**src/hdl/npc_pkg.sv**
```systemverilog
// Shared types for the nearest palette color search block.
`default_nettype none
package npc_pkg;

    // Controller states.
    typedef enum logic [1:0] {
        ST_IDLE,
        ST_SCAN,
        ST_DRAIN,
        ST_HOLD
    } npc_state_t;

    // Input transaction kinds carried on s_tuser.
    localparam logic OP_LOAD  = 1'b0;
    localparam logic OP_MATCH = 1'b1;

    // Commands from the controller to the datapath.
    typedef struct packed {
        logic wr_en;       // write one palette entry
        logic scan_start;  // latch query color and clear the scan address
        logic issue;       // read the next palette entry into the pipeline
        logic load_out;    // copy the best index into the output register
    } npc_cmd_t;

    // Status from the datapath to the controller.
    typedef struct packed {
        logic issue_last;  // the address being issued is the last entry
        logic done;        // the last compare has finished
    } npc_stat_t;

    // Weights of the brightness term and scale of the squared distance.
    localparam logic signed [15:0] WEIGHT_R  = 16'sd30;
    localparam logic signed [15:0] WEIGHT_G  = 16'sd59;
    localparam logic signed [15:0] WEIGHT_B  = 16'sd11;
    localparam logic [13:0]        SQ_SCALE  = 14'd10000;

endpackage
`default_nettype wire

```
**src/hdl/npc_ctrl.sv**
```systemverilog
// Controller state machine for the nearest palette color search.
`default_nettype none
module npc_ctrl (
    input  wire logic               aclk,
    input  wire logic               aresetn,
    input  wire logic               s_tvalid,
    output logic                    s_tready,
    input  wire logic               s_op,
    output logic                    m_tvalid,
    input  wire logic               m_tready,
    output npc_pkg::npc_cmd_t       cmd,
    input  wire npc_pkg::npc_stat_t stat
);

    npc_pkg::npc_state_t state_reg, state_next;
    logic out_valid_reg, out_valid_next;
    logic in_xfer;
    logic out_free;

    assign in_xfer  = s_tvalid && (state_reg == npc_pkg::ST_IDLE);
    assign out_free = !out_valid_reg || m_tready;

    // Next state.
    always_comb begin
        state_next = state_reg;
        case (state_reg)
            npc_pkg::ST_IDLE: begin
                if (in_xfer && (s_op == npc_pkg::OP_MATCH)) begin
                    state_next = npc_pkg::ST_SCAN;
                end
            end
            npc_pkg::ST_SCAN: begin
                if (stat.issue_last) begin
                    state_next = npc_pkg::ST_DRAIN;
                end
            end
            npc_pkg::ST_DRAIN: begin
                if (stat.done) begin
                    state_next = out_free ? npc_pkg::ST_IDLE : npc_pkg::ST_HOLD;
                end
            end
            npc_pkg::ST_HOLD: begin
                if (out_free) begin
                    state_next = npc_pkg::ST_IDLE;
                end
            end
            default: begin
                state_next = npc_pkg::ST_IDLE;
            end
        endcase
    end

    // Commands and handshake outputs.
    always_comb begin
        cmd = '0;
        s_tready = 1'b0;
        case (state_reg)
            npc_pkg::ST_IDLE: begin
                s_tready       = 1'b1;
                cmd.wr_en      = in_xfer && (s_op == npc_pkg::OP_LOAD);
                cmd.scan_start = in_xfer && (s_op == npc_pkg::OP_MATCH);
            end
            npc_pkg::ST_SCAN: begin
                cmd.issue = 1'b1;
            end
            npc_pkg::ST_DRAIN: begin
                cmd.load_out = stat.done && out_free;
            end
            npc_pkg::ST_HOLD: begin
                cmd.load_out = out_free;
            end
            default: begin
                cmd = '0;
            end
        endcase
    end

    // The output register is full from a load until its transaction completes.
    always_comb begin
        out_valid_next = out_valid_reg;
        if (cmd.load_out) begin
            out_valid_next = 1'b1;
        end else if (m_tready) begin
            out_valid_next = 1'b0;
        end
    end

    assign m_tvalid = out_valid_reg;

    always_ff @(posedge aclk) begin
        if (!aresetn) begin
            state_reg     <= npc_pkg::ST_IDLE;
            out_valid_reg <= 1'b0;
        end else begin
            state_reg     <= state_next;
            out_valid_reg <= out_valid_next;
        end
    end

endmodule
`default_nettype wire

```
**config.mk**
```make
export PLATFORM = sky130hd
export DESIGN_NAME = npc_ctrl
export DESIGN_NICKNAME = d
export VERILOG_FILES = /design/src/hdl/npc_pkg.sv /design/src/hdl/npc_ctrl.sv
export SDC_FILE = /design/constraint.sdc
export NUM_CORES = 1
export LEC_CHECK = 0
export ABC_CLOCK_PERIOD_IN_PS = 900
export BUFFER_PORTS_ARGS = -buffer_cell sky130_fd_sc_hd__buf_2
export CORE_AREA = 2 2 39 41
export DETAILED_ROUTE_END_ITERATION = 10
export DIE_AREA = 0 0 41 43
export SYNTH_ARGS = -nofsm -noshare
export SYNTH_HDL_FRONTEND = slang
export SYNTH_SLANG_ARGS = --single-unit
export TNS_END_PERCENT = 10
```
**constraint.sdc**
```tcl
create_clock -name aclk -period 0.9 [get_ports aclk]
set_input_delay 0.18 -clock aclk [delete_from_list [all_inputs] [get_ports aclk]]
set_output_delay 0.18 -clock aclk [all_outputs]
set_load 0.02 [all_outputs]
```
After elaboration in Yosys (flattened, before gate mapping)
Index checks and enable logic that the tools add are counted.
{"block": "totals", "ff_bits": 3, "inputBits": 7, "output_inout_bits": 6}
{"block": "op_classes", "eq_ne": 7, "muxes": 12, "n_bitwise": 1, "reduce_logical": 9}
{"operator": "2-bit 2-to-1 mux", "n": 6}
{"operator": "2-bit one-hot mux with 4 select lines", "n": 1}
{"operator": "2-bit != test, second input constant", "n": 3}
{"operator": "2-bit equality test, second input constant", "n": 2}
{"operator": "1-bit logical AND", "n": 4}
{"operator": "1-bit 2-to-1 mux", "n": 4}
{"operator": "4-bit AND reduction", "n": 1}
{"operator": "2-bit by 1-bit equality test with 1-bit output, second input constant", "n": 1}
{"operator": "2-bit logical NOT", "n": 1}
{"operator": "2-bit by 1-bit != test with 1-bit output, second input constant", "n": 1}
{"operator": "1-bit one-hot mux with 2 select lines", "n": 1}
{"operator": "2-bit nonzero test", "n": 1}
{"operator": "1-bit logical NOT", "n": 1}
{"operator": "1-bit logical OR", "n": 1}
{"operator": "1-bit inverter", "n": 1}

Longest topological paths before layout
Gate-level depths: netlist of the first run.
{"block": "depth", "word_depth": 5, "depth_mapped": 3}

Least setup slack after synthesis of the first run
Ideal clock, no wire load.
{"block": "synth_path", "path_type": "flip-flop to output port", "start": "register state_reg[1]", "end": "output port cmd[3] (netlist name)", "arrival_ns": 1.096, "required_ns": 0.720, "setup_slack_ns": -0.376, "stages_incl_launch_ff": 4, "n_path_buf": 0, "path_cell_list": "dfxtp_1 -> nor2_1 -> nand2_1 -> nor2_1"}
{"item": "start, declared", "line": "npc_ctrl.sv:15", "source": "npc_pkg::npc_state_t state_reg, state_next;"}
{"item": "start signal, assigned", "line": "npc_ctrl.sv:92", "source": "state_reg <= npc_pkg::ST_IDLE;"}
{"item": "start signal, assigned", "line": "npc_ctrl.sv:95", "source": "state_reg <= state_next;"}
{"item": "end, declared", "line": "npc_ctrl.sv:11", "source": "output npc_pkg::npc_cmd_t cmd,"}

==> summary.md, run 1 <==
| Metric | Value |
|---|---|
| Routed WL per cell | about 7.9 µm |
| NetSw | about 0.15 mW |
| CP Cell Sequence | nor2_4, and3_4, buf_6 |
| Max Clock Freq | between 800 and 900 MHz |
| Largest stage delay, worst path | between 0.3 and 0.4 ns |
| Via/cell ratio | 3.83 |
| Synthesis-to-layout area growth | 121% |
| Routed wl met3 | roughly 64 µm |
| Placer Congestion | ~0.63 |
| I/O pins | 13 |
| Syn Area/Cell | 7.40 µm² |
| Most common cell in the synthesized netlist | nand2_1 |
| Violated checks | setup timing |
| Top Metal Used | met3 |
| Leakage dissipation | ~0.17 nW |
| Yosys top cell area share | between 30% and 40% |
| M1 wire length | between 200 and 250 µm |
| Worst r2r dst | state_reg[0] |
| Ant. Diodes | 0 |
| Die Area | 1760 µm² |
| Final setup violation count | 7 |
| Synth top cells by count | nand2_1, nor2_1, dfxtp_1, o21ai_1, a21boi_1 |
| Pre-Repair DR Iteration Count | 2 |
| CTS HTree Levels | 1 |
| Worst clock skew | about 0.0057 ns |
| Yosys reg bits | 3 |
| Final hold slack | 0.199 ns |
| Critical path buffer and inverter count | 1 |
| Yosys warns | 0 |
| Worst vdd ir | about 490 µV |
| # hold bufs at CTS | 0 |
| Setup_tns | -1.13 ns |
| Cells after DPL | 54 |
| IO buf count | 12 |
| Startpoint types | flop |
| PwrDens | approximately 1400 nW/µm² |
| Hold path endpoint | state_reg[0] |
| Fin crit share | 129% |
| Max reg flops | 2 |
| Clk_lat worst skew | ~0.23 ns |
| Crit path max-delay cell type | dfxtp_2 |
| Status | complete, but fails checks |
| Top_reg_cell synth | dfxtp_1 |
| Vias | between 200 and 250 |
| Crit Path Category | flop to output port |
| CTS tree | yes |
| Largest net degree at the start of global routing | 5 |
| Worst Path Arrival | 0.98 ns |
| Cell taking the most area after synthesis | dfxtp_1 |
| CP delay by family, top | flip-flops |
| Site Rows | 14 |
| HPWL Detailed | 357 µm |
| Root Driver | clkbuf_4 |
| Pins Over Slew Limit | 0 |
| Int Pwr | between 0.3 and 0.4 mW |
| Switching share of total power | between 20% and 30% |
| PnR Total Power | around 0.53 mW |
| EDFF count, synth | 0 |
| First-pass GRT wire length | ~690 µm |
| Grt ovf | 0 |
| CTS Sinks | 3 |
| Die W | between 40 and 50 µm |
| Initial DRC count | 1 |
| Mapped Cells | 23 |
| Clock share of power | between 40% and 50% |
| Tot GR Track Use | under 10% |
| Async set or reset register ratio after synthesis | 0% |
| Met2 Wirelength | 190 µm |
| Post-route ant nets | 0 |
| Seq/Total Area, Yosys | between 30% and 40% |
| Non-filler cells in the finished layout | 59 |
| Post-layout nets | 51 |
| Worst-path fanout max | 4 |
| Post-Syn Area | between 150 and 200 µm² |
| RSZ-0062 raised after global routing | yes |
| Layout cells sized above 1 | between 60% and 70% |
| Worst Max-Slew Pin Slew | 0.165 ns |
| Cts bufs inserted | 3 |
| Hold Vio Cnt, Final | 0 |
| CTS clk-pin slew, worst paths | about 0.040 ns |
| Max cap viols | 0 |
| WP data required | a little over 0.7 ns |
| Clock Path Buffers | 2 |
| HP Class | primary input to flop |
| DRC | 0 |
| Relative slew slack | between 80% and 90% |
| Register share of total power | about 28% |
| R2R depth | 4 |
| Worst Hold Depth | 2 |
| RR Startpoint | state_reg[1] |
| Die height | about 43 µm |
| Synth cell types | 11 |
| Vias in the first global route | between 200 and 250 |
| Worst Setup End Kind | output port |
| Routed Wire Length | roughly 470 µm |
| Final worst setup slack | -0.262 ns |
| R2r setup slk | -0.02 ns |
| Core area | roughly 1400 µm² |
| Synth area leaders | dfxtp_1, nand2_1, o21ai_1 |
| Syn Nets | 30 |
| Tmin final | between 1 and 1.5 ns |
| Number of antenna violations at the first check in global routing | 0 |
| Gate power share | between 20 and 30% |
| Starting Density | around 12% |
| Critical hold path startpoint | aresetn |
==> routing by layer <==
layer / up-vias / global-route usage [%]
met5: - / 0
met4: 0 / 8.00
met1: 95 / 6.69
met3: 0 / 4.71
li1: 118 / -
met2: 13 / 7.50
==> worst register-to-register path, stage by stage (launching register included) <==
cell	delay (ns)
dfxtp_4	0.35
buf_4	0.14
nand2_1	0.05
o21ai_1	0.06
o2111a_1	0.22
==> kinds of logic (layout without fill, tap and decap cells) <==
| kind of cell | Yosys count | in the layout | share of synthesized area [%] |
|---|---|---|---|
| and+or+nand+nor | 13 | 13 | 36.0 |
| AOI/OAI and AO/OA | 6 | 6 | 24.3 |
| buffers and inverters | 1 | 21 | 4.41 |
| DFF | 3 | 3 | 35.3 |
==> metrics by stage <==
step	util (%)	instance area, µm²	setup WS [ns]
2_1_floorplan	-	201	-0.0533
3_3_place_gp	22.0	304	-0.0414
3_5_place_dp	22.0	304	-0.0525
4_1_cts	26.1	362	-0.287
5_1_grt	27.1	375	-0.307
6_report	27.1	375	-0.262
==> placed cells by master (no fill, tap or decap), drive strengths merged <==
master,Yosys,layout
buf,1,17
nand2,5,5
clkbuf,0,4
nor2,4,4
o21ai,3,3
dfxtp,3,3
nor2b,2,2
a21boi,2,2
and3,1,1
nand2b,1,1
o2111a,1,1
==> power groups by stage <==
stage	clock, mW	sequential (mW)	combinational (mW)
after floorplan	0	0.157	0.0716
after detailed placement	0	0.155	0.125
after global routing	0.264	0.151	0.160
final	0.235	0.150	0.147
after global placement	0	0.155	0.124
after CTS	0.252	0.150	0.143
==> layout make-up <==
cell class	instances	area, µm²
fill	167	1010
tap	16	20.0
sequential	3	66.3
clock buffer	4	26.3
multi-input combinational	19	134
timing repair buffer	17	129
==> repair_timing <==
action,in CTS,in global routing
resized for setup,8,4
setup buffers,1,0
endpoints found under the setup margin,7,8
pin swaps,2,1
==> worst max-delay path by stage <==
stage / start / to / slack, ns / cells past startpoint
after floorplan: state_reg[1] / cmd[3] / -0.05 / 3
after global placement: state_reg[0] / cmd[2] / -0.04 / 3
after detailed placement: state_reg[0] / cmd[2] / -0.05 / 3
after CTS: state_reg[1] / cmd[2] / -0.29 / 3
after global routing: state_reg[0] / cmd[2] / -0.31 / 3
final: state_reg[0] / cmd[2] / -0.26 / 3
(Power assumes the default switching activity.)
==> run 2: changes to the inputs <==
--- a/config.mk
+++ b/config.mk
@@ -8,8 +8,10 @@
 export ABC_CLOCK_PERIOD_IN_PS = 900
 export BUFFER_PORTS_ARGS = -buffer_cell sky130_fd_sc_hd__buf_2
 export CORE_AREA = 2 2 39 41
+export CTS_BUF_LIST = sky130_fd_sc_hd__clkbuf_4 sky130_fd_sc_hd__clkbuf_8 sky130_fd_sc_hd__clkbuf_16
 export DETAILED_ROUTE_END_ITERATION = 10
 export DIE_AREA = 0 0 41 43
+export RECOVER_POWER = 100
 export SYNTH_ARGS = -nofsm -noshare
 export SYNTH_HDL_FRONTEND = slang
 export SYNTH_SLANG_ARGS = --single-unit
==> run 2 against run 1 <==
Against the previous run:
- the flow still finishes with violations (setup timing)
- global-route usage is the same
- clock power grew 14%
- setup slack worse by 0.0028 ns
- combinational power about the same
- clock skew about the same
- first-iteration DRC count is the same
- sequential cell count unchanged
- sequential share of layout area decreased by 0.17 points
- worst hold slack got worse by 0.0030 ns
- non-clock buffer count did not move
- core utilization rose by 0.27 points
- total power grew 6.3%
- largest cell class unchanged
==> summary.md, run 2 (synthesized netlist as in run 1, its figures left out) <==
| Metric | Value |
|---|---|
| Status | complete, but fails checks |
| Violated checks | setup timing |
| Final hold slack | 0.196 ns (-0.00296 ns) |
| Worst Max-Slew Pin Slew | 0.165 ns (-0.0000328 ns) |
| IO buf count | 12 (unchanged) |
| Starting Density | 12.3% (unchanged) |
| Placer Congestion | 0.630 (unchanged) |
| Leakage dissipation | 0.171 nW (+1.7%) |
| Worst vdd ir | 496 µV (+1.6%) |
| Final setup violation count | 7 (unchanged) |
| Clk_lat worst skew | 0.24 ns (about the same) |
| CTS clk-pin slew, worst paths | 0.04 ns (about the same) |
| Startpoint types | flop |
| Worst Setup End Kind | output port |
| Worst-path fanout max | 4 (unchanged) |
| Fin crit share | 129% (+0.31 points) |
| DRC | 0 (unchanged) |
| Hold Vio Cnt, Final | 0 (unchanged) |
| Via/cell ratio | 3.81 (-0.44%) |
| Clock Path Buffers | 2 (unchanged) |
| PwrDens | 1490 nW/µm² (+5.2%) |
| Grt ovf | 0 (unchanged) |
| PnR Total Power | 0.566 mW (+6.3%) |
| Synthesis-to-layout area growth | 123% |
| Worst clock skew | 0.00575 ns (+0.0000318 ns) |
| First-pass GRT wire length | 690 µm (unchanged) |
| Tot GR Track Use | 6.61% (unchanged) |
| CTS tree | yes |
| Largest net degree at the start of global routing | 5 (unchanged) |
| CTS Sinks | 3 (unchanged) |
| Relative slew slack | 88.9% (about the same) |
| Ant. Diodes | 0 (unchanged) |
| Die W | 41 µm (unchanged) |
| Max cap viols | 0 (unchanged) |
| Vias | 225 (-0.44%) |
| Layout cells sized above 1 | 69.8% (+2.3 points) |
| Core area | 1380 µm² (unchanged) |
| Pins Over Slew Limit | 0 (unchanged) |
| Non-filler cells in the finished layout | 59 (unchanged) |
| Crit Path Category | flop to output port |
| Setup_tns | -1.14 ns (-0.0164 ns) |
| Crit path max-delay cell type | dfxtp_2 |
| Worst Path Arrival | 0.98 ns (about the same) |
| HP Class | primary input to flop |
| Number of antenna violations at the first check in global routing | 0 (unchanged) |
| Max reg flops | 2 (unchanged) |
| Root Driver | clkbuf_4 |
| Commonest non-fill, non-tap cell in the layout | buf_2 |
| RSZ-0062 raised after global routing | yes |
| Final Core Density | 27.4% (+0.27 points) |
| Max Clock Freq | 859 MHz (-0.24%) |
| Post-layout nets | 51 (unchanged) |
| CP Cell Sequence | nor2_4, and3_4, buf_6 |
| Tmin final | 1.16 ns (+0.00277 ns) |
| Worst Hold Depth | 2 (unchanged) |
| I/O pins | 13 (unchanged) |
| HPWL Detailed | 357 µm (unchanged) |
| WP data required | 0.72 ns (about the same) |
| Final worst setup slack | -0.264 ns (-0.00277 ns) |
| Pre-Repair DR Iteration Count | 2 (unchanged) |
| Largest stage delay, worst path | 0.33 ns (about the same) |
| Commonest non-fill, non-tap cells in the layout | buf_2, buf_6, buf_4 |
| R2R depth | 4 (unchanged) |
| DP Worst Slack | -0.0525 ns (unchanged) |
| Cts bufs inserted | 3 (unchanged) |
| Vias in the first global route | 201 (unchanged) |
| Post-route ant nets | 0 (unchanged) |
| Filler cells | 168 (+0.60%) |
| Routed Wire Length | 469 µm (+0.64%) |
| Site Rows | 14 (unchanged) |
| Routed WL per cell | 7.95 µm (+0.64%) |
| CTS HTree Levels | 1 (unchanged) |
| Cells after DPL | 54 (unchanged) |
| Initial DRC count | 1 (unchanged) |
| Fin area | 379 µm² (+1.0%) |
| Die Area | 1760 µm² (unchanged) |
| Die height | 43 µm (unchanged) |
| Cell Area, Placed | 304 µm² (unchanged) |
## run 2: layer usage
layer	routed length, µm	vias to the layer above	global-route usage [%]
met3	60	0	4.71
met1	213	94	6.69
li1	-	118	-
met2	194	13	7.50
met4	0	0	8.00
met5	0	-	0
## run 2: timing repair
action,in CTS,in global routing
setup buffers,1,0
endpoints found under the setup margin,7,8
gates cloned,0,0
hold buffers,0,0
pin swaps,2,1
gates resized for setup,8,4
## run 2: report_power, final
part	switching (mW)	leakage, nW	total, mW	internal [mW]
clock	0.0725	0.0184	0.269	0.196
combinational	0.0672	0.126	0.147	0.0797
sequential	0.00940	0.0261	0.150	0.141
## run 2: final timing paths
| check | start | to | slack (ns) |
|---|---|---|---|
| max | state_reg[0] | cmd[2] | -0.26 |
| min | aresetn | state_reg[0] | 0.20 |
| max reg2reg | state_reg[1] | state_reg[0] | -0.02 |
| min reg2reg | m_tvalid | m_tvalid | 0.52 |
## run 2: final cells by class
class                           instances  area [µm²]  area share (%)
Tap cell                               16        20.0            5.28
Multi-Input combinational cell         19         134            35.3
Timing Repair Buffer                   17         129            34.0
Clock buffer                            4        30.0            7.92
Sequential cell                         3        66.3            17.5
## run 2: worst max-delay path, delay by kind of cell, from the launching register on
family | cells | cell delay, ns
buffers and inverters | 1 | 0.11
flip-flops | 1 | 0.33
AND/OR/NAND/NOR | 2 | 0.31
==> run 3: changes to the inputs <==
--- a/config.mk
+++ b/config.mk
@@ -12,6 +12,7 @@
 export DETAILED_ROUTE_END_ITERATION = 10
 export DIE_AREA = 0 0 41 43
 export RECOVER_POWER = 100
+export SKIP_LAST_GASP = 1
 export SYNTH_ARGS = -nofsm -noshare
 export SYNTH_HDL_FRONTEND = slang
 export SYNTH_SLANG_ARGS = --single-unit
==> run 3 against run 2 <==
Against the previous run:
- the flow still finishes with violations (setup timing)
- clock-buffer cell count stayed put
- design area is 5.3% lower
- sequential cell count stayed put
- global-route usage is 0.20 points lower
- clock skew is 0.00087 ns lower
- non-clock buffer count stayed put
- via count is 1.8% lower
- cell count stayed put
- critical path depth stayed put
- register-to-register slack hardly changed
- clock power hardly changed
==> summary.md, run 3 (synthesized netlist as in run 1, its figures left out) <==
| Metric | Value |
|---|---|
| Register share of total power | 26.8% (+0.3 points) |
| NetSw | 0.148 mW (-0.58%) |
| Worst Path Arrival | 0.99 ns (about the same) |
| Tot GR Track Use | 6.41% (-0.20 points) |
| PwrDens | 1560 nW/µm² (+4.3%) |
| Fin crit share | 129% (about the same) |
| Die Area | 1760 µm² (unchanged) |
| Violated checks | setup timing |
| Worst Hold Depth | 2 (unchanged) |
| Clock share of power | 48.3% (+0.8 points) |
| HPWL Detailed | 357 µm (unchanged) |
| HP Class | primary input to flop |
| Max reg flops | 2 (unchanged) |
| RR Startpoint | state_reg[1] |
| Commonest non-fill, non-tap cells in the layout | buf_2, buf_4, nand2_1, clkbuf_4, o21ai_1 |
| Vias | 221 (-1.8%) |
| Ant. Diodes | 0 (unchanged) |
| R2R depth | 4 (unchanged) |
| Worst Setup End Kind | output port |
| Filler cells | 164 (-2.4%) |
| Post-route ant nets | 0 (unchanged) |
| Clock Path Buffers | 2 (unchanged) |
| Hold Vio Cnt, Final | 0 (unchanged) |
| Die height | 43 µm (unchanged) |
| Die W | 41 µm (unchanged) |
| First-pass GRT wire length | 669 µm (-3.0%) |
| Site Rows | 14 (unchanged) |
| Startpoint types | flop |
| Worst-path fanout max | 4 (unchanged) |
| Worst vdd ir | 494 µV (-0.39%) |
| Post-layout nets | 51 (unchanged) |
| Cts bufs inserted | 3 (unchanged) |
| Number of antenna violations at the first check in global routing | 0 (unchanged) |
| CTS Sinks | 3 (unchanged) |
| Synthesis-to-layout area growth | 111% |
| Vias in the first global route | 198 (-1.5%) |
| Critical hold path startpoint | aresetn |
| Max Clock Freq | 858 MHz (about the same) |
| Crit Path Category | flop to output port |
| Core area | 1380 µm² (unchanged) |
| Int Pwr | 0.410 mW (-1.5%) |
| Relative slew slack | 88.9% (about the same) |
| Worst clock skew | 0.00489 ns (-0.000868 ns) |
| Largest net degree at the start of global routing | 5 (unchanged) |
| Commonest non-fill, non-tap cell in the layout | buf_2 |
| Clk_lat worst skew | 0.24 ns (about the same) |
| Pins Over Slew Limit | 0 (unchanged) |
| RSZ-0062 raised after global routing | yes |
| Placer Congestion | 0.630 (unchanged) |
| R2r setup slk | -0.01 ns (about the same) |
| Leakage dissipation | 0.169 nW (-1.3%) |
| Routed WL per cell | 7.83 µm (-1.5%) |
| Status | complete, but fails checks |
| Layout cells sized above 1 | 67.4% (-2.3 points) |
| PnR Total Power | 0.559 mW (-1.3%) |
| Worst r2r dst | state_reg[0] |
| Hold path endpoint | state_reg[0] |
| Register area | 66.3 µm² (unchanged) |
| Routed Wire Length | 462 µm (-1.5%) |
| Initial DRC count | 1 (unchanged) |
| Root Driver | clkbuf_4 |
| Starting Density | 12.3% (unchanged) |
| IO buf count | 12 (unchanged) |
| Final setup violation count | 6 (-1) |
| Final hold slack | 0.196 ns (+0.000364 ns) |
| CTS tree | yes |
| DRC | 0 (unchanged) |
| Pre-Repair DR Iteration Count | 2 (unchanged) |
| Gate power share | 24.9% (-1.1 points) |
| I/O pins | 13 (unchanged) |
| CTS HTree Levels | 1 (unchanged) |
| # hold bufs at CTS | 0 (unchanged) |
| Worst Max-Slew Pin Slew | 0.165 ns (+0.0000799 ns) |
| WP data required | 0.72 ns (about the same) |
| Final worst setup slack | -0.265 ns (-0.000627 ns) |
| Setup_tns | -1.17 ns (-0.0216 ns) |
| Tmin final | 1.17 ns (+0.000627 ns) |
| Max cap viols | 0 (unchanged) |
| CTS clk-pin slew, worst paths | 0.04 ns (about the same) |
| Grt ovf | 0 (unchanged) |
| Switching share of total power | 26.5% (+0.18 points) |
| Via/cell ratio | 3.75 (-1.8%) |
| Multi-input logic area | 130 µm² (-2.8%) |
## run 3: cell count changes in the layout (fill, tap and decap cells not counted)
cell	change
a21boi_2	-1
buf_6	-3
buf_2	+2
buf_4	+1
a21boi_1	+1
## run 3: worst max-delay path by stage
stage | startpoint | to | depth (start not counted)
6_report | state_reg[0] | cmd[2] | 3
5_1_grt | state_reg[0] | cmd[2] | 3
4_1_cts | state_reg[1] | cmd[2] | 3
3_5_place_dp | state_reg[0] | cmd[2] | 3
3_3_place_gp | state_reg[0] | cmd[2] | 3
2_1_floorplan | state_reg[1] | cmd[3] | 3
## run 3: stage by stage
stage	utilization (%)	std cells	setup slack [ns]	area, µm²
floorplan	-	23	-0.0533	201
global placement	22.0	54	-0.0414	304
detailed placement	22.0	54	-0.0525	304
CTS	25.8	59	-0.289	357
global route	25.9	59	-0.305	359
finish	25.9	59	-0.265	359
## run 3: final cells by class
cell class,count,area share (%)
Clock buffer,4,8.36
Timing Repair Buffer,17,31.4
Sequential cell,3,18.5
Tap cell,16,5.57
Multi-Input combinational cell,19,36.2
## run 3: repair_timing
action | in CTS | in global routing
buffers inserted | 1 | 0
endpoints found under the setup margin | 7 | 8
gates resized for setup | 5 | 1
pin swaps | 2 | 1
## run 3: critical path, cell delays in order (launching register included)
cell and delay (ns):
dfxtp_2 0.33, nor2_4 0.12, and3_4 0.19, buf_6 0.11
## run 3: power by group through the flow
stage	sequential [mW]	clock (mW)	combinational, mW
6_report	0.149	0.270	0.139
3_5_place_dp	0.155	0	0.125
3_3_place_gp	0.155	0	0.124
5_1_grt	0.150	0.296	0.151
4_1_cts	0.150	0.285	0.137
2_1_floorplan	0.157	0	0.0716
## run 3: routing by layer
| layer | track usage [%] | vias up | wire [µm] |
|---|---|---|---|
| met2 | 7.50 | 13 | 182 |
| li1 | - | 118 | - |
| met5 | 0 | - | 0 |
| met4 | 8.00 | 0 | 0 |
| met3 | 4.71 | 0 | 65 |
| met1 | 6.05 | 90 | 213 |
